$ cat config.mk
export PLATFORM = sky130hd
export DESIGN_NAME = led_halfbridge_duty_router
export DESIGN_NICKNAME = d
export VERILOG_FILES = /design/src/hw/rtl/lhdr_pkg.sv /design/src/hw/rtl/led_halfbridge_duty_router.sv /design/src/hw/rtl/lhdr_cfg.sv /design/src/hw/rtl/lhdr_scale.sv /design/src/hw/rtl/lhdr_route.sv
export VERILOG_INCLUDE_DIRS = /design/src /design/src/hw/rtl
export SDC_FILE = /design/constraint.sdc
export NUM_CORES = 1
export LEC_CHECK = 0
export ABC_AREA = 0
export BUFFER_PORTS_ARGS = -buffer_cell sky130_fd_sc_hd__buf_2
export CAP_MARGIN = 30
export CORE_MARGIN = 10
export CORE_UTILIZATION = 56
export DETAILED_ROUTE_END_ITERATION = 16
export PLACE_DENSITY = 0.78
export SLEW_MARGIN = 10
export SYNTH_ARGS = -nofsm -noshare
export SYNTH_HDL_FRONTEND = slang
export SYNTH_SLANG_ARGS = --single-unit
$ cat constraint.sdc
create_clock -name clk -period 6.07 [get_ports clk]
set_input_delay 0 -clock clk [delete_from_list [all_inputs] [get_ports clk]]
set_output_delay 0 -clock clk [all_outputs]
set_load 0.005 [all_outputs]
$ cat src/hw/rtl/led_halfbridge_duty_router_macros.svh
// ----------------------------------------------------------------------------
// LED half-bridge duty router: assertion macros
// Shared concurrent assertion forms, sampled on clk, off while rst_n is low.
// ----------------------------------------------------------------------------
`ifndef LED_HALFBRIDGE_DUTY_ROUTER_MACROS_SVH
`define LED_HALFBRIDGE_DUTY_ROUTER_MACROS_SVH

// Same-cycle implication.
`define LHDR_ASSERT_IMPL(label, ante, cons, msg) \
  label: assert property (@(posedge clk) disable iff (!rst_n) (ante) |-> (cons)) \
    else $error(msg);

// Next-cycle implication.
`define LHDR_ASSERT_NEXT(label, ante, cons, msg) \
  label: assert property (@(posedge clk) disable iff (!rst_n) (ante) |=> (cons)) \
    else $error(msg);

`endif

$ cat src/hw/rtl/lhdr_pkg.sv
// ----------------------------------------------------------------------------
// lhdr_pkg
// Shared constants, codes and types of the LED half-bridge duty router.
// ----------------------------------------------------------------------------
package lhdr_pkg;

  localparam int DUTY_BITS_DEF = 13;
  localparam int LVL_BITS      = 8;
  localparam int NUM_OUT       = 4;
  localparam int NUM_CH        = 8;

  // APB
  localparam int ADDR_BITS = 5;
  localparam int DATA_BITS = 32;

  localparam logic [2:0] REG_MODE  = 3'd0;
  localparam logic [2:0] REG_ROLE1 = 3'd1;
  localparam logic [2:0] REG_ROLE2 = 3'd2;
  localparam logic [2:0] REG_ROLE3 = 3'd3;
  localparam logic [2:0] REG_ROLE4 = 3'd4;
  localparam logic [2:0] REG_FADE  = 3'd5;

  // driver modes
  localparam logic [1:0] MODE_RGB   = 2'd1;
  localparam logic [1:0] MODE_WHITE = 2'd2;

  // output roles
  localparam logic [2:0] ROLE_PLUS  = 3'd0;
  localparam logic [2:0] ROLE_MINUS = 3'd1;
  localparam logic [2:0] ROLE_RED   = 3'd2;
  localparam logic [2:0] ROLE_GREEN = 3'd3;
  localparam logic [2:0] ROLE_BLUE  = 3'd4;
  localparam logic [2:0] ROLE_WHITE = 3'd5;

  // status codes
  localparam logic [2:0] ST_OK       = 3'd0;
  localparam logic [2:0] ST_MODE     = 3'd1;
  localparam logic [2:0] ST_POLARITY = 3'd2;
  localparam logic [2:0] ST_COLORS   = 3'd3;
  localparam logic [2:0] ST_PAIR     = 3'd4;

  // reset values
  localparam logic [1:0]  MODE_RST  = 2'd0;
  localparam logic [2:0]  ROLE1_RST = ROLE_PLUS;
  localparam logic [2:0]  ROLE2_RST = ROLE_RED;
  localparam logic [2:0]  ROLE3_RST = ROLE_GREEN;
  localparam logic [2:0]  ROLE4_RST = ROLE_BLUE;
  localparam logic [15:0] FADE_RST  = 16'd2000;

  // level vector slots between scaler and router
  localparam int LV_NUM   = 5;
  localparam int LV_RED   = 0;
  localparam int LV_GREEN = 1;
  localparam int LV_BLUE  = 2;
  localparam int LV_A     = 3;
  localparam int LV_B     = 4;

  // per-channel duty source
  typedef enum logic [2:0] {
    SRC_ZERO,
    SRC_FULL,
    SRC_RED,
    SRC_GREEN,
    SRC_BLUE,
    SRC_LVA,
    SRC_LVB
  } src_t;

  // routing decision, derived from configuration only
  typedef struct packed {
    src_t [NUM_CH-1:0] src;
    logic [NUM_CH-1:0] wmask;
    logic [NUM_CH-1:0] fmask;
    logic [2:0]        status;
  } plan_t;

endpackage

$ cat src/hw/rtl/led_halfbridge_duty_router.sv
// ----------------------------------------------------------------------------
// led_halfbridge_duty_router
// Maps one light command onto eight half-bridge channel duties plus masks.
// ----------------------------------------------------------------------------
//
//   Channel   Direction  Handshake             Payload
//   in_       input      in_valid/in_ready     light_on, red, green, blue,
//                                              level_a, level_b
//   out_      output     out_valid/out_ready   duty_ch0..7, write_mask,
//                                              fade_mask, status
//   APB       config     psel/penable/pready   mode, roles 1..4, fade time
//
// Throughput: one transaction per cycle while out_ready is high.
// Pipeline: four register stages (widen, multiply, divide-by-full-scale,
//   route/output register).
// Stalls: out_ready low freezes the output register; stages behind it fill
//   up bubble by bubble, then in_ready drops. Nothing is dropped or repeated.
// Reset: rst_n (sync, active low) clears all stage valids and restores the
//   register defaults (mode invalid, roles plus/red/green/blue, fade 2000 ms).
// ----------------------------------------------------------------------------
module led_halfbridge_duty_router #(
  parameter int DUTY_BITS = lhdr_pkg::DUTY_BITS_DEF
) (
  input  logic                            clk,
  input  logic                            rst_n,
  // input channel
  input  logic                            in_valid,
  output logic                            in_ready,
  input  logic                            in_light_on,
  input  logic [lhdr_pkg::LVL_BITS-1:0]   in_red,
  input  logic [lhdr_pkg::LVL_BITS-1:0]   in_green,
  input  logic [lhdr_pkg::LVL_BITS-1:0]   in_blue,
  input  logic [lhdr_pkg::LVL_BITS-1:0]   in_level_a,
  input  logic [lhdr_pkg::LVL_BITS-1:0]   in_level_b,
  // result channel
  output logic                            out_valid,
  input  logic                            out_ready,
  output logic [DUTY_BITS-1:0]            out_duty_ch0,
  output logic [DUTY_BITS-1:0]            out_duty_ch1,
  output logic [DUTY_BITS-1:0]            out_duty_ch2,
  output logic [DUTY_BITS-1:0]            out_duty_ch3,
  output logic [DUTY_BITS-1:0]            out_duty_ch4,
  output logic [DUTY_BITS-1:0]            out_duty_ch5,
  output logic [DUTY_BITS-1:0]            out_duty_ch6,
  output logic [DUTY_BITS-1:0]            out_duty_ch7,
  output logic [lhdr_pkg::NUM_CH-1:0]     out_write_mask,
  output logic [lhdr_pkg::NUM_CH-1:0]     out_fade_mask,
  output logic [2:0]                      out_status,
  // APB register port
  input  logic                            psel,
  input  logic                            penable,
  input  logic                            pwrite,
  input  logic [lhdr_pkg::ADDR_BITS-1:0]  paddr,
  input  logic [lhdr_pkg::DATA_BITS-1:0]  pwdata,
  output logic [lhdr_pkg::DATA_BITS-1:0]  prdata,
  output logic                            pready
);

  // Routing plan depends only on the registers, so it is decoded and registered
  // apart; the pipe just carries the levels. The user must change registers only while idle; not enforced here.
  lhdr_pkg::plan_t                                plan;
  logic                                           sc_valid;
  logic                                           sc_ready;
  logic [lhdr_pkg::LV_NUM-1:0][DUTY_BITS-1:0]     levels;
  logic [lhdr_pkg::NUM_CH-1:0][DUTY_BITS-1:0]     duty;

  lhdr_cfg u_cfg (
    .clk     (clk),
    .rst_n   (rst_n),
    .psel    (psel),
    .penable (penable),
    .pwrite  (pwrite),
    .paddr   (paddr),
    .pwdata  (pwdata),
    .prdata  (prdata),
    .pready  (pready),
    .plan    (plan)
  );

  // Stages 1-3: widen (v << (DUTY_BITS-8) | ones), color x brightness,
  // exact divide by 2^DUTY_BITS - 1 with the shift-add identity.
  lhdr_scale #(
    .DUTY_BITS (DUTY_BITS)
  ) u_scale (
    .clk         (clk),
    .rst_n       (rst_n),
    .in_valid    (in_valid),
    .in_ready    (in_ready),
    .in_light_on (in_light_on),
    .in_red      (in_red),
    .in_green    (in_green),
    .in_blue     (in_blue),
    .in_level_a  (in_level_a),
    .in_level_b  (in_level_b),
    .dn_valid    (sc_valid),
    .dn_ready    (sc_ready),
    .levels      (levels)
  );

  // Stage 4: channel select and output register.
  lhdr_route #(
    .DUTY_BITS (DUTY_BITS)
  ) u_route (
    .clk        (clk),
    .rst_n      (rst_n),
    .up_valid   (sc_valid),
    .up_ready   (sc_ready),
    .levels     (levels),
    .plan       (plan),
    .out_valid  (out_valid),
    .out_ready  (out_ready),
    .duty       (duty),
    .write_mask (out_write_mask),
    .fade_mask  (out_fade_mask),
    .status     (out_status)
  );

  assign out_duty_ch0 = duty[0];
  assign out_duty_ch1 = duty[1];
  assign out_duty_ch2 = duty[2];
  assign out_duty_ch3 = duty[3];
  assign out_duty_ch4 = duty[4];
  assign out_duty_ch5 = duty[5];
  assign out_duty_ch6 = duty[6];
  assign out_duty_ch7 = duty[7];

endmodule

$ cat src/hw/rtl/lhdr_cfg.sv
// ----------------------------------------------------------------------------
// lhdr_cfg
// APB register file and routing plan decode (registered).
// ----------------------------------------------------------------------------
module lhdr_cfg (
  input  logic                            clk,
  input  logic                            rst_n,
  input  logic                            psel,
  input  logic                            penable,
  input  logic                            pwrite,
  input  logic [lhdr_pkg::ADDR_BITS-1:0]  paddr,
  input  logic [lhdr_pkg::DATA_BITS-1:0]  pwdata,
  output logic [lhdr_pkg::DATA_BITS-1:0]  prdata,
  output logic                            pready,
  output lhdr_pkg::plan_t                 plan
);

  logic [1:0]  mode_r;
  logic [2:0]  role_r [lhdr_pkg::NUM_OUT];
  logic [15:0] fade_r;
  logic        wr_en;
  logic [2:0]  reg_idx;
  lhdr_pkg::plan_t plan_nxt;
  lhdr_pkg::plan_t plan_r;

  assign pready  = 1'b1;
  assign wr_en   = psel & penable & pwrite;
  assign reg_idx = paddr[4:2];

  always_ff @(posedge clk) begin
    if (!rst_n) begin
      mode_r    <= lhdr_pkg::MODE_RST;
      role_r[0] <= lhdr_pkg::ROLE1_RST;
      role_r[1] <= lhdr_pkg::ROLE2_RST;
      role_r[2] <= lhdr_pkg::ROLE3_RST;
      role_r[3] <= lhdr_pkg::ROLE4_RST;
      fade_r    <= lhdr_pkg::FADE_RST;
    end else if (wr_en) begin
      case (reg_idx)
        lhdr_pkg::REG_MODE:  mode_r    <= pwdata[1:0];
        lhdr_pkg::REG_ROLE1: role_r[0] <= pwdata[2:0];
        lhdr_pkg::REG_ROLE2: role_r[1] <= pwdata[2:0];
        lhdr_pkg::REG_ROLE3: role_r[2] <= pwdata[2:0];
        lhdr_pkg::REG_ROLE4: role_r[3] <= pwdata[2:0];
        lhdr_pkg::REG_FADE:  fade_r    <= pwdata[15:0];
        default: ;
      endcase
    end
  end

  always_comb begin
    case (reg_idx)
      lhdr_pkg::REG_MODE:  prdata = {30'd0, mode_r};
      lhdr_pkg::REG_ROLE1: prdata = {29'd0, role_r[0]};
      lhdr_pkg::REG_ROLE2: prdata = {29'd0, role_r[1]};
      lhdr_pkg::REG_ROLE3: prdata = {29'd0, role_r[2]};
      lhdr_pkg::REG_ROLE4: prdata = {29'd0, role_r[3]};
      lhdr_pkg::REG_FADE:  prdata = {16'd0, fade_r};
      default:             prdata = '0;
    endcase
  end

  // plan decode
  always_comb begin
    logic [2:0]     npol;
    logic [2:0]     nr;
    logic [2:0]     ng;
    logic [2:0]     nb;
    logic [1:0]     pol;
    logic           plus;
    logic [2:0]     ra;
    logic [2:0]     rb;
    lhdr_pkg::src_t lv;
    lhdr_pkg::src_t v;
    npol     = '0;
    nr       = '0;
    ng       = '0;
    nb       = '0;
    pol      = '0;
    plus     = 1'b0;
    ra       = '0;
    rb       = '0;
    lv       = lhdr_pkg::SRC_LVA;
    v        = lhdr_pkg::SRC_BLUE;
    plan_nxt = '0;
    for (int i = 0; i < lhdr_pkg::NUM_CH; i++) begin
      plan_nxt.src[i] = lhdr_pkg::SRC_ZERO;
    end
    plan_nxt.status = lhdr_pkg::ST_OK;

    case (mode_r)
      lhdr_pkg::MODE_RGB: begin
        for (int i = 0; i < lhdr_pkg::NUM_OUT; i++) begin
          if (role_r[i] == lhdr_pkg::ROLE_PLUS || role_r[i] == lhdr_pkg::ROLE_MINUS) begin
            npol = npol + 3'd1;
            pol  = 2'(i);
          end
          if (role_r[i] == lhdr_pkg::ROLE_RED)   nr = nr + 3'd1;
          if (role_r[i] == lhdr_pkg::ROLE_GREEN) ng = ng + 3'd1;
          if (role_r[i] == lhdr_pkg::ROLE_BLUE)  nb = nb + 3'd1;
        end
        if (npol != 3'd1) begin
          plan_nxt.status = lhdr_pkg::ST_POLARITY;
        end else if (nr != 3'd1 || ng != 3'd1 || nb != 3'd1) begin
          plan_nxt.status = lhdr_pkg::ST_COLORS;
        end else begin
          plus = (role_r[pol] == lhdr_pkg::ROLE_PLUS);
          for (int i = 0; i < lhdr_pkg::NUM_OUT; i++) begin
            if (2'(i) == pol) begin
              plan_nxt.src[2*i]   = plus ? lhdr_pkg::SRC_ZERO : lhdr_pkg::SRC_FULL;
              plan_nxt.src[2*i+1] = plus ? lhdr_pkg::SRC_FULL : lhdr_pkg::SRC_ZERO;
            end else begin
              v = (role_r[i] == lhdr_pkg::ROLE_RED)   ? lhdr_pkg::SRC_RED :
                  (role_r[i] == lhdr_pkg::ROLE_GREEN) ? lhdr_pkg::SRC_GREEN :
                                                        lhdr_pkg::SRC_BLUE;
              plan_nxt.src[2*i]   = plus ? v : lhdr_pkg::SRC_ZERO;
              plan_nxt.src[2*i+1] = plus ? lhdr_pkg::SRC_ZERO : v;
              plan_nxt.fmask[2*i +: 2] = 2'b11;
            end
          end
          plan_nxt.wmask = '1;
        end
      end
      lhdr_pkg::MODE_WHITE: begin
        for (int p = 0; p < 2; p++) begin
          ra = role_r[2*p];
          rb = role_r[2*p+1];
          lv = (p == 1) ? lhdr_pkg::SRC_LVB : lhdr_pkg::SRC_LVA;
          if (ra == lhdr_pkg::ROLE_WHITE && rb == lhdr_pkg::ROLE_PLUS) begin
            plan_nxt.src[4*p]   = lv;
            plan_nxt.src[4*p+3] = lhdr_pkg::SRC_FULL;
            plan_nxt.wmask[4*p +: 4] = 4'hF;
            plan_nxt.fmask[4*p]      = 1'b1;
          end else if (ra == lhdr_pkg::ROLE_WHITE && rb == lhdr_pkg::ROLE_MINUS) begin
            plan_nxt.src[4*p+1] = lv;
            plan_nxt.src[4*p+2] = lhdr_pkg::SRC_FULL;
            plan_nxt.wmask[4*p +: 4] = 4'hF;
            plan_nxt.fmask[4*p+1]    = 1'b1;
          end else if (ra == lhdr_pkg::ROLE_PLUS && rb == lhdr_pkg::ROLE_WHITE) begin
            plan_nxt.src[4*p+1] = lhdr_pkg::SRC_FULL;
            plan_nxt.src[4*p+2] = lv;
            plan_nxt.wmask[4*p +: 4] = 4'hF;
            plan_nxt.fmask[4*p+2]    = 1'b1;
          end else if (ra == lhdr_pkg::ROLE_MINUS && rb == lhdr_pkg::ROLE_WHITE) begin
            plan_nxt.src[4*p]   = lhdr_pkg::SRC_FULL;
            plan_nxt.src[4*p+3] = lv;
            plan_nxt.wmask[4*p +: 4] = 4'hF;
            plan_nxt.fmask[4*p+3]    = 1'b1;
          end else begin
            plan_nxt.status = lhdr_pkg::ST_PAIR;
          end
        end
      end
      default: begin
        plan_nxt.status = lhdr_pkg::ST_MODE;
      end
    endcase
  end

  // refreshed every cycle; the user must change config only while the pipe is empty, the block does not enforce it
  always_ff @(posedge clk) begin
    plan_r <= plan_nxt;
  end

  assign plan = plan_r;

endmodule

$ cat src/hw/rtl/lhdr_scale.sv
// ----------------------------------------------------------------------------
// lhdr_scale
// Three-stage level pipe: widen, multiply by brightness, divide by full scale.
// ----------------------------------------------------------------------------
module lhdr_scale #(
  parameter int DUTY_BITS = lhdr_pkg::DUTY_BITS_DEF
) (
  input  logic                                        clk,
  input  logic                                        rst_n,
  input  logic                                        in_valid,
  output logic                                        in_ready,
  input  logic                                        in_light_on,
  input  logic [lhdr_pkg::LVL_BITS-1:0]               in_red,
  input  logic [lhdr_pkg::LVL_BITS-1:0]               in_green,
  input  logic [lhdr_pkg::LVL_BITS-1:0]               in_blue,
  input  logic [lhdr_pkg::LVL_BITS-1:0]               in_level_a,
  input  logic [lhdr_pkg::LVL_BITS-1:0]               in_level_b,
  output logic                                        dn_valid,
  input  logic                                        dn_ready,
  output logic [lhdr_pkg::LV_NUM-1:0][DUTY_BITS-1:0]  levels
);

  localparam int DB = DUTY_BITS;
  localparam int PW = 2 * DUTY_BITS;
  localparam int SH = DUTY_BITS - lhdr_pkg::LVL_BITS;
  localparam logic [DB-1:0] LOW_ONES = DB'((1 << SH) - 1);

  logic          v1_r, v2_r, v3_r;
  logic          en1, en2, en3;
  logic [DB-1:0] wide [5];
  logic [DB-1:0] col1_r [3];
  logic [DB-1:0] wa1_r, wb1_r;
  logic [PW-1:0] prod2_r [3];
  logic [DB-1:0] wa2_r, wb2_r;
  logic [DB-1:0] q3_nxt [3];
  logic [DB-1:0] q3_r [3];
  logic [DB-1:0] wa3_r, wb3_r;

  assign en3      = !v3_r || dn_ready;
  assign en2      = !v2_r || en3;
  assign en1      = !v1_r || en2;
  assign in_ready = en1;
  assign dn_valid = v3_r;

  always_comb begin
    wide[0] = (DB'(in_red)     << SH) | LOW_ONES;
    wide[1] = (DB'(in_green)   << SH) | LOW_ONES;
    wide[2] = (DB'(in_blue)    << SH) | LOW_ONES;
    wide[3] = (DB'(in_level_a) << SH) | LOW_ONES;
    wide[4] = (DB'(in_level_b) << SH) | LOW_ONES;
  end

  // x / (2^DB - 1) == (x + (x >> DB) + 1) >> DB for x <= (2^DB - 1)^2
  always_comb begin
    logic [PW:0] sum;
    sum = '0;
    for (int i = 0; i < 3; i++) begin
      sum      = {1'b0, prod2_r[i]} + (PW+1)'(prod2_r[i] >> DB) + (PW+1)'(1);
      q3_nxt[i] = sum[PW-1:DB];
    end
  end

  always_ff @(posedge clk) begin
    if (!rst_n) begin
      v1_r <= 1'b0;
      v2_r <= 1'b0;
      v3_r <= 1'b0;
    end else begin
      if (en1) v1_r <= in_valid;
      if (en2) v2_r <= v1_r;
      if (en3) v3_r <= v2_r;
    end
  end

  always_ff @(posedge clk) begin
    if (en1) begin
      for (int i = 0; i < 3; i++) begin
        col1_r[i] <= in_light_on ? wide[i] : '0;
      end
      wa1_r <= in_light_on ? wide[3] : '0;
      wb1_r <= in_light_on ? wide[4] : '0;
    end
    if (en2) begin
      for (int i = 0; i < 3; i++) begin
        prod2_r[i] <= PW'(col1_r[i]) * PW'(wa1_r);
      end
      wa2_r <= wa1_r;
      wb2_r <= wb1_r;
    end
    if (en3) begin
      for (int i = 0; i < 3; i++) begin
        q3_r[i] <= q3_nxt[i];
      end
      wa3_r <= wa2_r;
      wb3_r <= wb2_r;
    end
  end

  assign levels[lhdr_pkg::LV_RED]   = q3_r[0];
  assign levels[lhdr_pkg::LV_GREEN] = q3_r[1];
  assign levels[lhdr_pkg::LV_BLUE]  = q3_r[2];
  assign levels[lhdr_pkg::LV_A]     = wa3_r;
  assign levels[lhdr_pkg::LV_B]     = wb3_r;

endmodule

$ cat src/hw/rtl/lhdr_route.sv
// ----------------------------------------------------------------------------
// lhdr_route
// Final stage: per-channel duty select, masks and status into the output reg.
// ----------------------------------------------------------------------------
`include "led_halfbridge_duty_router_macros.svh"

module lhdr_route #(
  parameter int DUTY_BITS = lhdr_pkg::DUTY_BITS_DEF
) (
  input  logic                                          clk,
  input  logic                                          rst_n,
  input  logic                                          up_valid,
  output logic                                          up_ready,
  input  logic [lhdr_pkg::LV_NUM-1:0][DUTY_BITS-1:0]    levels,
  input  lhdr_pkg::plan_t                               plan,
  output logic                                          out_valid,
  input  logic                                          out_ready,
  output logic [lhdr_pkg::NUM_CH-1:0][DUTY_BITS-1:0]    duty,
  output logic [lhdr_pkg::NUM_CH-1:0]                   write_mask,
  output logic [lhdr_pkg::NUM_CH-1:0]                   fade_mask,
  output logic [2:0]                                    status
);

  logic                                         out_valid_r;
  logic [lhdr_pkg::NUM_CH-1:0][DUTY_BITS-1:0]   duty_nxt;
  logic [lhdr_pkg::NUM_CH-1:0][DUTY_BITS-1:0]   duty_r;
  logic [lhdr_pkg::NUM_CH-1:0]                  wmask_r;
  logic [lhdr_pkg::NUM_CH-1:0]                  fmask_r;
  logic [2:0]                                   status_r;
  logic [lhdr_pkg::NUM_CH-1:0]                  duty_nz;

  assign up_ready = !out_valid_r || out_ready;

  always_comb begin
    for (int i = 0; i < lhdr_pkg::NUM_CH; i++) begin
      case (plan.src[i])
        lhdr_pkg::SRC_ZERO:  duty_nxt[i] = '0;
        lhdr_pkg::SRC_FULL:  duty_nxt[i] = '1;
        lhdr_pkg::SRC_RED:   duty_nxt[i] = levels[lhdr_pkg::LV_RED];
        lhdr_pkg::SRC_GREEN: duty_nxt[i] = levels[lhdr_pkg::LV_GREEN];
        lhdr_pkg::SRC_BLUE:  duty_nxt[i] = levels[lhdr_pkg::LV_BLUE];
        lhdr_pkg::SRC_LVA:   duty_nxt[i] = levels[lhdr_pkg::LV_A];
        lhdr_pkg::SRC_LVB:   duty_nxt[i] = levels[lhdr_pkg::LV_B];
        default:             duty_nxt[i] = '0;
      endcase
    end
  end

  always_ff @(posedge clk) begin
    if (!rst_n) begin
      out_valid_r <= 1'b0;
    end else if (up_ready) begin
      out_valid_r <= up_valid;
    end
  end

  always_ff @(posedge clk) begin
    if (up_ready) begin
      duty_r   <= duty_nxt;
      wmask_r  <= plan.wmask;
      fmask_r  <= plan.fmask;
      status_r <= plan.status;
    end
  end

  always_comb begin
    for (int i = 0; i < lhdr_pkg::NUM_CH; i++) begin
      duty_nz[i] = (duty_r[i] != '0);
    end
  end

  assign out_valid  = out_valid_r;
  assign duty       = duty_r;
  assign write_mask = wmask_r;
  assign fade_mask  = fmask_r;
  assign status     = status_r;

  `LHDR_ASSERT_IMPL(a_fade_in_write, out_valid_r, (fmask_r & ~wmask_r) == '0, "fade on unwritten channel")
  `LHDR_ASSERT_IMPL(a_unwritten_zero, out_valid_r, (duty_nz & ~wmask_r) == '0, "duty on unwritten channel")
  `LHDR_ASSERT_IMPL(a_cfg_err_empty, out_valid_r && (status_r == lhdr_pkg::ST_MODE || status_r == lhdr_pkg::ST_POLARITY || status_r == lhdr_pkg::ST_COLORS), wmask_r == '0, "masks set on config error")
  `LHDR_ASSERT_NEXT(a_load_valid, up_valid && up_ready, out_valid_r, "accepted item lost at output stage")

endmodule
* Yosys cells after proc, flatten, opt, wreduce, memory -nomap -nowiden
Memory sizes are Yosys's and may differ from the RTL's.
Cells that the tools add are included.
** Cells by class
- Reductions and logical operators :: 31
- Equality and inequality tests :: 82
- Bitwise logic cells :: 6
- Multiplexer cells :: 161
- $add $sub $neg :: 18
- Magnitude comparators :: 0
- Multiply operators :: 3
- Shift-type cells :: 0
- Divide/modulo/power cells :: 0
** Operators by type and width (count)
- $pmux W13 S6 :: 8
- $mux W3 :: 73
- $eq A3 B3 Y1 const B :: 34
- $pmux W16 S6 :: 1
- $mux W40 :: 2
- $pmux W40 S2 :: 1
- $add A26 B1 Y26 const B :: 3
- $add A26 B13 Y26 :: 3
- $eq A3 B2 Y1 const B :: 26
- $mul A13 B13 Y26 :: 3
- $mux W6 :: 10
- $mux W1 :: 42
- $eq A3 B1 Y1 const B :: 13
- $mux W13 :: 3
- $add A3 B1 Y3 const B :: 12
- $mux W4 :: 8
- $mux W2 :: 10
- $logic_not A3 Y1 :: 6
- $ne A3 B1 Y1 const B :: 4
- $logic_or A1 B1 Y1 :: 10
- $mux W5 :: 2
- $logic_and A1 B1 Y1 :: 8
- $pmux W3 S2 :: 1
- $eq A2 B2 Y1 const A :: 2
- 8 further kinds :: 16
** Word-level totals
- Output and inout port bits :: 158
- Bits in latches :: 0
- Memory bits (writable) :: 168
- Memories kept :: 4
- Bits in registers :: 266
- Memory bits (read-only) :: 0
** Memory list
- u_scale.prod2_r :: depth 3, bits a word 26, read ports 3, clocked after Yosys merged registers in 0, wr ports 3, line lhdr_scale.sv:33 : logic [PW-1:0] prod2_r [3];
- u_scale.col1_r :: depth 3, bits a word 13, read ports 3, clocked after Yosys merged registers in 0, wr ports 3, line lhdr_scale.sv:31 : logic [DB-1:0] col1_r [3];
- u_scale.q3_r :: depth 3, bits a word 13, read ports 3, clocked after Yosys merged registers in 0, wr ports 3, line lhdr_scale.sv:36 : logic [DB-1:0] q3_r [3];
- u_cfg.role_r :: depth 4, bits a word 3, read ports 5, clocked after Yosys merged registers in 0, wr ports 4, line lhdr_cfg.sv:19 : logic [2:0] role_r [lhdr_pkg::NUM_OUT];

* Logic depth before layout (Yosys ltp)
Gate-level depths: netlist of the first run.
An unclocked memory read counts as a cell.
- Word-level depth :: 19
- Mapped depth :: 24
- Mapped depth without buffers :: 21

* Modules after synthesis
From an unflattened synthesis of the first run, not the netlist that was laid out.
** Unflattened totals
- Cells, all modules :: 3153
- Area total of the unflattened synthesis :: 33106.8 µm²
** Modules (own cells, without submodules)
- lhdr_scale :: instances 1, area each 20434.6 µm², cells an instance 1932, sequential area each 5375.2 µm²
- lhdr_route :: instances 1, area each 8976.1 µm², cells an instance 792, sequential area each 3713.6 µm²
- lhdr_cfg :: instances 1, area each 3696.0 µm², cells an instance 429, sequential area each 1461.4 µm²

* Worst setup path before layout of the first run
No wires, ideal clock.
- Path kind :: reg-to-reg
- Start point :: reg, netlist name u_scale.wb1_r[3]
- End point :: mem u_scale.prod2_r[0][49] (netlist bit), data pin
- Stages on the path, launching flop included :: 21
- Path buffers :: 3
- Data arrival time :: 5.790 ns
- Slack :: 0.017 ns
- Cells stage by stage :: edfxtp_1 -> clkbuf_1 -> buf_1 -> nand2_1 -> fa_1 -> clkbuf_1 -> xor2_1 -> xnor2_1 -> fa_1 -> fa_1 -> inv_1 -> fa_1 -> inv_1 -> ha_1 -> a21o_1 -> a21o_1 -> a21o_1 -> a31o_2 -> a21o_1 -> a221oi_1 -> xnor2_1
** RTL lines (line)
- to (decl) :: lhdr_scale.sv:33

==> metrics.txt, run 1 <==
status=finished clean; Post-Route WL=approximately 84,000 um; Pwr Total=~10 mW; Fmax=0.1745 GHz; Worst Setup EP=u_scale.prod2_r[0][18]$_DFFE_PP_; Die ar.=between 0.06 and 0.07 mm^2; Initial Utilization=0.5641; GPL Wtd Cong=just over 1; Filler cells=~4,400; post-synthesis sequential area ratio=0.3267; Power Density=around 280 mW/mm^2; setup slack, reg-to-reg=340 ps; CP startpoint=u_scale.wb1_r[3]$_DFFE_PP_; Seq cells post-synth=between 300 and 400; final setup TNS=0 ps; # IOs=243; Setup Skew=approximately 24 ps; mean area per synthesized cell=9.970 um^2; routed wl met3=roughly 7300 um; nets=3,971; Max clock buf depth=3; Slew @ Worst Pin=just under 1000 ps; library cells used by synthesis=between 80 and 90; kind of critical path=register to register; Mapped Cells=3,184; remaining global-route overflow=0; Slew HR=0.3376; post-DR vias/cell=just under 6; Leak=between 15 and 20 nW; die height=258.1 um; Die Span X=258.1 um; row count=87; crit start category=register; Post-DP Area=~0.033 mm^2; vias in the first global route=~24,000; setup violators final=0; root buffer cell=clkbuf_16; maximum VDD drop=roughly 0.00024 V; Async SR Flop Fraction=0; Yosys top cell area share=0.2895; layout cells sized above 1=0.1193; Post-CTS Setup Bufs=0; clk slew on worst S/H paths=60 ps; Final min period=between 5000 and 6000 ps; cell taking the most area after synthesis=edfxtp_1; Syn-to-layout area delta=11.26%; drt wl/cell=roughly 20 um; reg2reg path depth=19; worst r2r src=u_scale.wb1_r[3]$_DFFE_PP_; final hold violation count=0; cell area after layout=0.03532 mm^2; CTS tree=yes; Iter 0 DRT Violations=roughly 2,300; RSZ-0062 raised after global routing=no; number of buffers created by CTS=39; Post-synth top flop=edfxtp_1; final period utilization=0.9439; Clock Latency Late Sink=590 ps; Crit Path Max Fanout=40; First-pass DRT Iterations=6; first-pass GRT wire length=around 130,000 um; clk sinks=around 370; GRT Util Overall=0.2468; number of synthesized flops with an enable pin=~310; metal2 WL=38,740 um; synth top area cells=edfxtp_1, fa_1, ha_1; drt drc=0; crit end category=register; synthesis warning total=0; Buffers on Ports=207; routed vias=roughly 24,000; Core ar.=roughly 0.056 mm^2; Antenna Nets Post-Route=0; Slew Limit Fails=0; CP required=~6400 ps; worst r2r dst=u_scale.prod2_r[0][18]$_DFFE_PP_; largest net degree at the start of global routing=slightly above 80; HPWL Detailed=between 60,000 and 70,000 um; DR top layer=met5; wl on met1=between 30,000 and 40,000 um; initial antenna violation count=4; max cap viols=0; worst min path class=input port to register; CP arrival=around 6100 ps; Cell Area, Synth=around 0.032 mm^2; hold path depth=3; H-tree Lvls=2
-- report_power, final --
| group | total [mW] | switching, mW | internal [mW] |
|---|---|---|---|
| Clock | 2.34 | 1.04 | 1.30 |
| Sequential | 3.78 | 0.589 | 3.19 |
| Combinational | 3.78 | 2.14 | 1.64 |
-- synthesized netlist by cell type, types with 18 or more instances --
library cell / n
a221oi_1: 35
o21ai_0: 94
xnor2_1: 78
mux2_2: 73
buf_4: 32
nor2b_1: 33
nand3_1: 41
fa_1: 297
clkbuf_1: 135
inv_1: 467
and3_1: 30
a21o_1: 48
mux2i_1: 33
a21boi_0: 18
edfxtp_1: 306
xor2_1: 32
a21oi_1: 248
o211ai_1: 42
nand2_1: 311
ha_1: 215
nand4_1: 22
nor2_1: 116
and2_1: 119
nor3_1: 22
nand2b_1: 25
dfxtp_1: 59
-- cell families after synthesis --
family / count (synthesis) / share of synthesized area
simple gates: 777 / 0.1203
buf+inv: 665 / 0.08348
compound gates: 647 / 0.1307
fa+ha+maj: 512 / 0.2720
flops: 365 / 0.3267
xor+xnor: 110 / 0.03035
mux: 106 / 0.03630
other cells: 2 / 0.0002366
-- layout by cell type (no fill, tap or decap), types with 35 or more instances in the layout --
cell type / Yosys / routed
inv_1: 467 / 465
nand2_1: 311 / 309
edfxtp_1: 306 / 306
fa_1: 297 / 296
a21oi_1: 248 / 248
ha_1: 215 / 215
buf_2: 1 / 207
and2_1: 119 / 119
nor2_1: 116 / 116
o21ai_0: 94 / 94
dlygate4sd3_1: 0 / 81
xnor2_1: 78 / 78
mux2_2: 73 / 73
dfxtp_1: 59 / 59
a21o_1: 48 / 48
o211ai_1: 42 / 42
nand3_1: 41 / 41
clkbuf_16: 0 / 39
buf_4: 32 / 37
a221oi_1: 35 / 35
-- worst max-delay path, cell delays in order (launching register included) --
cell and delay, ps:
edfxtp_1 370, buf_12 240, buf_6 210, nand2_1 140, fa_1 600, fa_1 440
fa_1 510, inv_1 50, fa_1 520, inv_1 50, fa_1 480, inv_1 40
ha_1 300, o21a_1 150, a21o_1 200, o2111ai_1 210, a21boi_0 200, o21a_1 240
o211a_1 210, a211o_1 300
-- area by class of cell --
class	count	area [um^2]	share of cell area
multi-input cells	2169	18800	0.5323
flip-flops and latches	365	10370	0.2936
repair buffers	330	2197	0.06221
inverters	469	1763	0.04991
clock buffers	53	1028	0.02912
well taps	756	945.9	0.02678
clock inverters	18	209.0	0.005916
diodes	2	5.005	0.0001417
-- routing by layer --
layer | global-route usage | up-vias
met5 | 0 | -
met3 | 0.04067 | 273
met2 | 0.3949 | 1220
met4 | 0.1162 | 2
met1 | 0.3249 | 11653
li1 | - | 11106
-- sequential cells by signal (all words and copies together), names as in the netlist, 9 cells and up --
name,count
u_scale.q3_r,39
u_scale.wb1_r,9
u_scale.prod2_r,63
u_route.duty,104
u_cfg.plan,37
u_scale.wb3_r,9
u_scale.col1_r,24
u_cfg.role_r,12
u_cfg.fade_r,16
u_scale.wb2_r,9
-- worst min path at each step --
stage	from	end	slack, ps
4_1_cts	paddr[4]	u_cfg.mode_r[1]$_SDFFE_PN0P_	20
2_1_floorplan	in_light_on	u_scale.wb1_r[3]$_DFFE_PP_	100
6_report	paddr[3]	u_cfg.role_r[1][1]$_SDFFCE_PN1P_	70
3_3_place_gp	pwdata[7]	u_cfg.fade_r[7]$_SDFFE_PN1P_	210
3_5_place_dp	pwdata[10]	u_cfg.fade_r[10]$_SDFFE_PN1P_	220
5_1_grt	paddr[3]	u_cfg.role_r[1][0]$_SDFFCE_PN0P_	110
-- stage by stage --
step / util / cells / hold WS, ps / setup slack, ps
6_report: 0.6276 / 4162 / 67.39 / 340.4
5_1_grt: 0.6276 / 4162 / 106.3 / 26.26
4_1_cts: 0.6264 / 4157 / 16.15 / 191.1
3_5_place_dp: 0.5901 / 4005 / 215.1 / 188.6
3_3_place_gp: 0.5901 / 4005 / 208.3 / 302.3
2_1_floorplan: - / 3199 / 98.87 / 16.54
-- timing repair --
action                     in CTS  in global routing
setup endpoints to repair       0                  9
resized for setup               0                  4
hold buffers                   81                  0
hold endpoints to repair       75                  0
(Power assumes the default switching activity.)
==> inputs of run 2 (changes only) <==
RECOVER_POWER = 25   (was default)
==> run 2 against run 1 <==
Non-clock buffer count unchanged. Via count is essentially flat. Clock skew about the same. Critical path type unchanged.
==> metrics.txt, run 2 (synthesis results as in run 1) <==
worst r2r dst=u_scale.prod2_r[0][18]$_DFFE_PP_ (unchanged); drt drc=0 (unchanged); reg2reg path depth=19 (unchanged); kind of critical path=register to register (unchanged); Power Density=281.2 mW/mm^2 (was 280.4 mW/mm^2); worst min path class=input port to register (unchanged); fin util=0.6253 (was 0.6276); status=finished clean (unchanged); Antenna Nets Post-Route=0 (unchanged); final setup TNS=0 ps (unchanged); clk sinks=365 (unchanged); first-pass GRT wire length=130,700 um (unchanged); most frequent cells in the layout=inv_1, nand2_1, edfxtp_1, fa_1, a21oi_1 (unchanged); Initial Utilization=0.5641 (unchanged); routed vias=24,236 (was 24,254); Leak=16.08 nW (was 16.55 nW); Core ar.=0.05628 mm^2 (unchanged); Post-Place Worst Slack=188.6 ps (unchanged); largest net degree at the start of global routing=81 (unchanged); Die Span X=258.1 um (unchanged); number of buffers created by CTS=39 (unchanged); Post-CTS Setup Bufs=0 (unchanged); Setup Skew=23.53 ps (was 23.52 ps); row count=87 (unchanged); Placed Cells=4,005 (unchanged); final period utilization=0.9446 (was 0.9439); final hold violation count=0 (unchanged); Crit Path Max Fanout=40 (unchanged); WHS Endpoint=u_cfg.role_r[1][1]$_SDFFCE_PN1P_ (unchanged); hold wc startpoint=paddr[3] (unchanged); CTS tree=yes (unchanged); most common cell after layout, fill and taps aside=inv_1 (unchanged); First-pass DRT Iterations=9 (was 6); final setup margin=336.2 ps (was 340.4 ps); Buffers on Ports=207 (unchanged); Max clock buf depth=3 (unchanged); crit end category=register (unchanged); vias in the first global route=23,587 (unchanged); Syn-to-layout area delta=10.85% (was 11.26%); max cap viols=0 (unchanged); Clock Latency Late Sink=590 ps (about the same); Final min period=5734 ps (was 5730 ps); crit start category=register (unchanged); GPL Wtd Cong=1.007 (unchanged); remaining global-route overflow=0 (unchanged); setup slack, reg-to-reg=340 ps (about the same); Die ar.=0.06661 mm^2 (unchanged); layout cells sized above 1=0.08843 (was 0.1193); Iter 0 DRT Violations=2,407 (was 2,295); Fmax=0.1744 GHz (was 0.1745 GHz); nets=3,971 (unchanged); Post-DP Area=0.03321 mm^2 (unchanged); max reg flops=104 (unchanged); worst hold slack=70.96 ps (was 67.39 ps); CP required=6390 ps (about the same); # IOs=243 (unchanged); hold path depth=3 (unchanged); drt wl/cell=20.14 um (was 20.10 um); Slew Limit Fails=0 (unchanged); CP arrival=6060 ps (was 6050 ps); clk slew on worst S/H paths=60 ps (about the same); RSZ-0062 raised after global routing=no (unchanged); root buffer cell=clkbuf_16 (unchanged); die height=258.1 um (unchanged); H-tree Lvls=2 (unchanged); Pwr Total=9.896 mW (was 9.904 mW); maximum VDD drop=0.0002391 V (was 0.0002383 V); HPWL Detailed=61,420 um (unchanged); setup violators final=0 (unchanged); cell area after layout=0.03519 mm^2 (was 0.03532 mm^2); Slew @ Worst Pin=1456 ps (was 992.2 ps); Post-Route WL=83,830 um (was 83,640 um); final cell count without fillers=4,162 (unchanged); GRT Util Overall=0.2468 (unchanged); Slew HR=0.02906 (was 0.3376); worst r2r src=u_scale.wb1_r[3]$_DFFE_PP_ (unchanged); post-DR vias/cell=5.823 (was 5.827); initial antenna violation count=4 (unchanged)
[run 2: cell count changes in the layout (fill, tap and decap cells not counted)]
cell	change
and2_1	-27
clkbuf_1	+105
and2_0	+27
buf_2	-105
[run 2: critical path: stages, from the launching register on]
cell and delay [ps]:
edfxtp_1 370, buf_12 240, buf_6 210, nand2_1 140, fa_1 600, fa_1 440
fa_1 510, inv_1 50, fa_1 520, inv_1 50, fa_1 480, inv_1 40
ha_1 300, o21a_1 150, a21o_1 200, o2111ai_1 210, a21boi_0 190, o21a_1 240
o211a_1 210, a211o_1 300
[run 2: layout make-up]
type	instances	area (um^2)
clock inverters	18	209.0
clock buffers	53	1028
diodes	2	5.005
well taps	756	945.9
repair buffers	330	2066
inverters	469	1763
multi-input cells	2169	18800
fillers	4520	21090
flip-flops and latches	365	10370
[run 2: worst max path at each step]
| stage | start | end | slack [ps] | depth (start not counted) |
|---|---|---|---|---|
| after global placement | u_scale.wb1_r[3]$_DFFE_PP_ | u_scale.prod2_r[0][76]$_DFFE_PP_ | 300 | 20 |
| after floorplan | u_scale.wb1_r[3]$_DFFE_PP_ | u_scale.prod2_r[0][49]$_DFFE_PP_ | 20 | 20 |
| final | u_scale.wb1_r[3]$_DFFE_PP_ | u_scale.prod2_r[0][18]$_DFFE_PP_ | 340 | 19 |
| after global routing | u_scale.wb1_r[3]$_DFFE_PP_ | u_scale.prod2_r[0][49]$_DFFE_PP_ | 30 | 18 |
| after detailed placement | u_scale.wb1_r[3]$_DFFE_PP_ | u_scale.prod2_r[0][76]$_DFFE_PP_ | 190 | 20 |
| after CTS | u_scale.wb1_r[3]$_DFFE_PP_ | u_scale.prod2_r[0][76]$_DFFE_PP_ | 190 | 20 |
[run 2: metal layers]
metal  part of all wire  GRT usage  up-vias
li1                   -          -    11085
met2               0.46     0.3949     1188
met5            0.00016          0        -
met1               0.40     0.3249    11698
met4              0.049     0.1162        2
met3              0.088    0.04067      263
[run 2: what timing repair did]
action                     CTS  global route
gates resized for setup      0             4
setup endpoints to repair    0             9
hold buffers                81             0
hold endpoints to repair    75             0
[run 2: power breakdown]
group | internal (mW) | switching, mW
Clock | 1.30 | 1.03
Sequential | 3.19 | 0.590
Combinational | 1.64 | 2.14
Total | 6.13 | 3.76
